### config.mk
export PLATFORM = sky130hd
export DESIGN_NAME = cpa_ctrl
export DESIGN_NICKNAME = d
export VERILOG_FILES = /design/src/rtl/cpa_pkg.sv /design/src/rtl/cpa_ctrl.sv
export SDC_FILE = /design/constraint.sdc
export NUM_CORES = 1
export LEC_CHECK = 0
export ABC_AREA = 1
export ABC_CLOCK_PERIOD_IN_PS = 1140
export BUFFER_PORTS_ARGS = -buffer_cell sky130_fd_sc_hd__buf_2
export CAP_MARGIN = 20
export CORE_UTILIZATION = 38
export CTS_CLUSTER_DIAMETER = 200
export CTS_CLUSTER_SIZE = 16
export DETAILED_ROUTE_END_ITERATION = 10
export GPL_ROUTABILITY_DRIVEN = 0
export GPL_TIMING_DRIVEN = 0
export PLACE_DENSITY = 0.72
export SYNTH_ARGS = -nofsm -noshare
export SYNTH_HDL_FRONTEND = slang
export SYNTH_SLANG_ARGS = --single-unit
### constraint.sdc
create_clock -name clock -period 1.14 [get_ports clock]
set_input_delay 0.057 -clock clock [delete_from_list [all_inputs] [get_ports clock]]
set_output_delay 0.057 -clock clock [all_outputs]
set_load 0.03 [all_outputs]
### src/rtl/cpa_pkg.sv
// ----------------------------------------------------------------------------
// cpa_pkg
// Shared codes and controller/datapath interface types for the page allocator.
// ----------------------------------------------------------------------------
package cpa_pkg;

   localparam int CHUNK_W = 6;

   localparam logic [1:0] KIND_WRITE     = 2'd0;
   localparam logic [1:0] KIND_REMOVE    = 2'd1;
   localparam logic [1:0] KIND_READ_TYPE = 2'd2;
   localparam logic [1:0] KIND_READ_REC  = 2'd3;

   localparam logic [1:0] ST_OK       = 2'd0;
   localparam logic [1:0] ST_NO_SPACE = 2'd1;
   localparam logic [1:0] ST_INVALID  = 2'd2;

   localparam logic [1:0] TYPE_BAD = 2'd3;

   typedef struct packed {
      logic       latch;
      logic       walk_init;
      logic       walk_step;
      logic       rd_p;
      logic       rd_free;
      logic       rd_prv;
      logic       cnt_inc;
      logic       alloc_init;
      logic       alloc_fresh;
      logic       alloc_pop;
      logic       rm_init;
      logic       rm_step;
      logic       rm_fix;
      logic       rd_init;
      logic       rd_step;
      logic       emit_err;
      logic [1:0] err_code;
   } cpa_cmd_type;

   typedef struct packed {
      logic [1:0] kind;
      logic       bad_type;
      logic       write_bad;
      logic       sp_none;
      logic       head_none;
      logic       space_ok;
      logic       p_none;
      logic       free_none;
      logic       alloc_last;
      logic       rm_end;
      logic       rd_end;
   } cpa_stat_type;

endpackage

### src/rtl/cpa_ctrl.sv
// ----------------------------------------------------------------------------
// cpa_ctrl
// Sequencer for write, remove and read walks over the link memory.
// ----------------------------------------------------------------------------
module cpa_ctrl (
   input  logic                 clock,
   input  logic                 reset,
   input  logic                 start,
   output logic                 busy,
   input  cpa_pkg::cpa_stat_type stat,
   output cpa_pkg::cpa_cmd_type  cmd
);
   import cpa_pkg::*;

   typedef enum logic [3:0] {
      IDLE, DECODE, FW_CHK, FW_WAIT, AL_SEL, AL_POP,
      RM_RD, RM_WAIT, RM_PRV, RM_FIX, RD_RD, RD_WAIT
   } state_type;

   state_type state_ff, state_in;
   logic      busy_ff;

   assign busy = busy_ff;

   always_comb begin
      cmd      = '0;
      state_in = state_ff;
      case (state_ff)
         IDLE: begin
            if (start) begin
               cmd.latch = 1'b1;
               state_in  = DECODE;
            end
         end
         DECODE: begin
            case (stat.kind)
               KIND_WRITE: begin
                  if (stat.write_bad) begin
                     cmd.emit_err = 1'b1;
                     cmd.err_code = ST_INVALID;
                     state_in     = IDLE;
                  end else if (stat.space_ok) begin
                     cmd.alloc_init = 1'b1;
                     state_in       = AL_SEL;
                  end else begin
                     cmd.walk_init = 1'b1;
                     state_in      = FW_CHK;
                  end
               end
               KIND_REMOVE: begin
                  if (stat.bad_type || stat.sp_none) begin
                     cmd.emit_err = 1'b1;
                     cmd.err_code = ST_INVALID;
                     state_in     = IDLE;
                  end else begin
                     cmd.rm_init = 1'b1;
                     state_in    = RM_RD;
                  end
               end
               KIND_READ_TYPE: begin
                  if (stat.bad_type || stat.head_none) begin
                     cmd.emit_err = 1'b1;
                     cmd.err_code = ST_INVALID;
                     state_in     = IDLE;
                  end else begin
                     cmd.rd_init = 1'b1;
                     state_in    = RD_RD;
                  end
               end
               default: begin
                  if (stat.sp_none) begin
                     cmd.emit_err = 1'b1;
                     cmd.err_code = ST_INVALID;
                     state_in     = IDLE;
                  end else begin
                     cmd.rd_init = 1'b1;
                     state_in    = RD_RD;
                  end
               end
            endcase
         end
         FW_CHK: begin
            if (stat.space_ok) begin
               cmd.alloc_init = 1'b1;
               state_in       = AL_SEL;
            end else if (stat.p_none) begin
               cmd.emit_err = 1'b1;
               cmd.err_code = ST_NO_SPACE;
               state_in     = IDLE;
            end else begin
               cmd.rd_p    = 1'b1;
               cmd.cnt_inc = 1'b1;
               state_in    = FW_WAIT;
            end
         end
         FW_WAIT: begin
            cmd.walk_step = 1'b1;
            state_in      = FW_CHK;
         end
         AL_SEL: begin
            if (stat.free_none) begin
               cmd.alloc_fresh = 1'b1;
               if (stat.alloc_last) state_in = IDLE;
            end else begin
               cmd.rd_free = 1'b1;
               state_in    = AL_POP;
            end
         end
         AL_POP: begin
            cmd.alloc_pop = 1'b1;
            state_in      = stat.alloc_last ? IDLE : AL_SEL;
         end
         RM_RD: begin
            cmd.rd_p = 1'b1;
            state_in = RM_WAIT;
         end
         RM_WAIT: begin
            cmd.rm_step = 1'b1;
            state_in    = stat.rm_end ? RM_PRV : RM_RD;
         end
         RM_PRV: begin
            cmd.rd_prv = 1'b1;
            state_in   = RM_FIX;
         end
         RM_FIX: begin
            cmd.rm_fix = 1'b1;
            state_in   = IDLE;
         end
         RD_RD: begin
            cmd.rd_p = 1'b1;
            state_in = RD_WAIT;
         end
         RD_WAIT: begin
            cmd.rd_step = 1'b1;
            state_in    = stat.rd_end ? IDLE : RD_RD;
         end
         default: begin
            state_in = IDLE;
         end
      endcase
   end

   always_ff @(posedge clock) begin
      if (reset) begin
         state_ff <= IDLE;
         busy_ff  <= 1'b0;
      end else begin
         state_ff <= state_in;
         busy_ff  <= (state_in != IDLE);
      end
   end

endmodule

**Word level (Yosys, flattened, before mapping)**

Cells that the tools add are included.
W data, S select, Z words.

- Register bits: 5

- Equal/unequal tests: 13
- Muxes and demuxes: 54
- Reduce and logical (&&, ||, !) cells: 7

Operators by type and width:

| operator | count |
|---|---|
| $pmux W4 S11 | 1 |
| $mux W4 | 8 |
| $mux W3 | 10 |
| $mux W1 | 28 |
| $eq A4 B3 Y1 const B | 4 |
| $eq A4 B4 Y1 const B | 4 |
| $pmux W4 S3 | 1 |
| $pmux W3 S3 | 1 |
| $eq A4 B2 Y1 const B | 2 |
| $pmux W1 S2 | 3 |
| $pmux W3 S2 | 1 |
| $eq A4 B1 Y1 const B | 1 |
| $logic_not A4 Y1 | 1 |
| $reduce_bool A4 Y1 | 1 |
| $reduce_or A2 Y1 | 2 |
| $eq A2 B1 Y1 const B | 1 |
| $eq A2 B2 Y1 const B | 1 |
| $logic_not A2 Y1 | 1 |
| $logic_or A1 B1 Y1 | 2 |
| $mux W2 | 1 |

**Longest topological paths before layout**

- Depth after elaboration: 5
- Mapped depth: 11
- Gate-level depth less buffers: 11

**Worst setup path before layout**

OpenSTA, ideal clock, no wires.

- Kind: flip-flop to output port
- From: register state_ff[2]
- To: output cmd[10] in the netlist's numbering
- Arrival: 1.329 ns
- Required time: 1.083 ns
- Path slack: -0.246 ns
- Stages on the path, launching flop included: 4
- Path buffers: 0
- Cells stage by stage: dfxtp_1 > nor2_1 > nand2_2 > o21ai_0

RTL lines:

| item | RTL line | text |
|---|---|---|
| start, declared | cpa_ctrl.sv:20 | `state_type state_ff, state_in;` |
| start signal, assigned | cpa_ctrl.sv:148 | `state_ff <= state_in;` |
| end, declared | cpa_ctrl.sv:11 | `output cpa_pkg::cpa_cmd_type cmd` |

==> flow_summary_export.csv <==
group,metric,value,unit
floorplan,ioPinCount,34,
floorplan,die_area,0.001719,mm2
sta,post-route-period-util,120.0,%
setup_path,cp-end-kind,"output port",
global_route,first_global_vias,768,
clocking,clk_pin_slew,0.04,ns
setup_path,r2r_end,"busy$_SDFF_PP0_",
sta,fin_ws,-0.2274,ns
placed_design,pre_cts_ws,-0.1234,ns
yosys,yosysWarnings,0,
floorplan,core-area,0.001366,mm2
global_route,globalRouteTotalUtil,22.73,%
setup_path,worst-path-buf-inv,2,
final_layout,drive_gt1_share,54.94,%
final_layout,syn_to_final_growth,88.37,%
sta,worst_slew_pin_slew,0.3478,ns
drt,top_layer_used,"met4",
sta,setup_violations,23,
floorplan,initial_core_util,43.32,%
sta,rsz0062_at_grt,"yes",
clocking,clock_latency,0.24,ns
drt,routed_via_density,4.994,
status,status,"complete, but fails checks",
final_layout,antenna_cells,0,
clocking,cts_buffers,3,
setup_path,critical_path_arrival,1.31,ns
floorplan,die_w,41.47,um
clocking,cts.sinks,5,
sta,min_period,1.367,ns
sta,timing.fmax,731.3,MHz
status,violations,"setup timing",
setup_path,reg2reg_slack,-0.21,ns
yosys,netlist_area,591.8,um2
final_layout,nNetsFinal,178,
clocking,root_buffer,"clkbuf_4",
min_path,holdPathEnd,"state_ff[0]$_SDFF_PP0_",
yosys,syn_inst,117,
drt,wl_per_cell,12.23,um
drt,met3WireLength,126,um
final_layout,fillers,96,
final_layout,mostFrequentLayoutCells,"nand2_1, inv_1, buf_2, buf_6, nor2_1",
yosys,synth_fp_nets,132,
global_route,grt_first_pass_wirelength,3.118,mm
global_route,antenna_found_initial,0,
global_route,globalRoute.totalOverflow,0,
setup_path,cp.required,1.08,ns
pwr,p_per_area,700.7,mW/mm2
drt,met2_length,1.197,mm
drt,drt-initial-drc-count,28,
flow_run,cap_violations,0,
clocking,cts_tree,"done",
drt,drc,0,
sta,relSlewSlack,76.71,%
setup_path,critPathKind,"register to output port",
setup_path,crit_path_start_kind,"register",
final_layout,final_common_cell,"nand2_1",
setup_path,r2r-start,"state_ff[0]$_SDFF_PP0_",
min_path,holdCritStartpoint,"reset",
setup_path,crit_cells,6,
setup_path,cpLargestDelayFamily,"flip-flops",
min_path,hold_depth,2,
yosys,ys_types,17,
placed_design,place.port_buffers,33,
sta,finalClockSkew,0.0002788,ns
clocking,cts.path.max_buffers,2,
yosys,ys_ff_latch,5,
drt,drt-met1-wl,803,um
global_route,grt_max_degree,8,
setup_path,crit_chain,"inv_4, nand2_4, nor2_4, nand2_2, o22ai_2, buf_6",
final_layout,final_util,81.59,%
floorplan,rows,13,
drt,routed_wl,2.164,mm
min_path,hold_path_class,"primary input to register",
setup_path,r2r_cells,7,
setup_path,slowest_stage,"dfxtp_4",
setup_path,slowest_delay,0.35,ns
floorplan,die_y,41.47,um
yosys,avgSynthCellArea,5.058,um2
drt,ant_nets,0,
setup_path,crit_path_max_fanout,3,
drt,drtPass1Iterations,4,
sta,drv_slew,0,
yosys,ys_seq_area_share,16.91,%
clocking,htreeDepth,1,
placed_design,hpwl,1.305,mm
drt,vias,884,
pwr,p_leak,0.6649,nW
pwr,ir_worst_vdd,0.5673,mV
sta,hold_viol,0,
worst max-delay path by stage:
stage	start	end	slack, ns
after floorplan	state_ff[2]$_SDFF_PP0_	cmd[10]	-0.03
after global placement	state_ff[3]$_SDFF_PP0_	busy$_SDFF_PP0_	-0.11
after detailed placement	state_ff[0]$_SDFF_PP0_	busy$_SDFF_PP0_	-0.12
after CTS	state_ff[0]$_SDFF_PP0_	cmd[4]	-0.19
after global routing	state_ff[0]$_SDFF_PP0_	cmd[2]	-0.26
final	state_ff[0]$_SDFF_PP0_	cmd[2]	-0.23
synthesized netlist by cell type:
cell,count,area (um2)
nand4_1,1,6.260
nand3b_1,2,15.01
nand3_2,1,10.01
o21ai_0,2,10.01
dfxtp_1,5,100.1
a21oi_1,2,10.01
inv_2,2,7.510
a31oi_1,1,6.260
inv_1,27,101.4
o22ai_1,1,6.260
nor2_1,22,82.58
o211ai_1,1,7.510
nand2_2,5,31.28
nand3_1,9,45.04
nand2_1,27,101.4
nor2_2,5,31.28
nor3_1,4,20.02
repair_timing:
item                                   in CTS  in global routing
pin swaps                                   8                 13
setup endpoints to repair                  22                 23
resized for setup                          51                 31
hold buffers                                0                  0
endpoints found under the hold margin       0                  0
setup buffers                               6                  2
area by class of cell:
type	instances	area, um2	area share [%]
multi-input cells	83	508.0	45.57
clock buffers	4	26.28	2.357
well taps	15	18.77	1.684
flip-flops and latches	5	115.1	10.33
inverters	29	118.9	10.66
repair buffers	41	327.8	29.41
metrics by stage:
stage | instance area (um2) | hold WS, ns | std cells | power (mW) | setup TNS (ns)
6_report | 1115 | 0.01789 | 177 | 0.7811 | -2.681
5_1_grt | 1115 | 0.009844 | 177 | 0.8416 | -3.968
4_1_cts | 997.2 | 0.007172 | 175 | 0.7367 | -2.005
3_5_place_dp | 794.5 | 0.2685 | 165 | 0.4733 | -0.4716
3_3_place_gp | 794.5 | 0.2653 | 165 | 0.4674 | -0.3202
2_1_floorplan | 610.6 | 0.1261 | 117 | 0.3919 | -0.03021
cells by family (layout without fill, tap and decap cells):
| group | after synthesis | count (layout) | share of synthesized area (%) |
|---|---|---|---|
| flip-flops | 5 | 5 | 16.91 |
| buffers and inverters | 29 | 74 | 18.39 |
| AND/OR/NAND/NOR | 76 | 76 | 57.93 |
| AO/OA/AOI/OAI | 7 | 7 | 6.767 |
state kept, by name, summed over array words and instances (netlist names):
register / count
busy: 1
state_ff: 4
power breakdown:
part / switching (mW) / total [mW] / internal, mW
combinational: 0.232 / 0.373 / 0.141
sequential: 0.0187 / 0.206 / 0.187
clock: 0.0698 / 0.202 / 0.132
metal layers:
metal | vias to the layer above | GRT usage, %
met1 | 392 | 26.72
met3 | 4 | 3.043
met5 | - | 0
met2 | 46 | 40.94
met4 | 0 | 9.032
li1 | 442 | -
(Power assumes the default switching activity.)
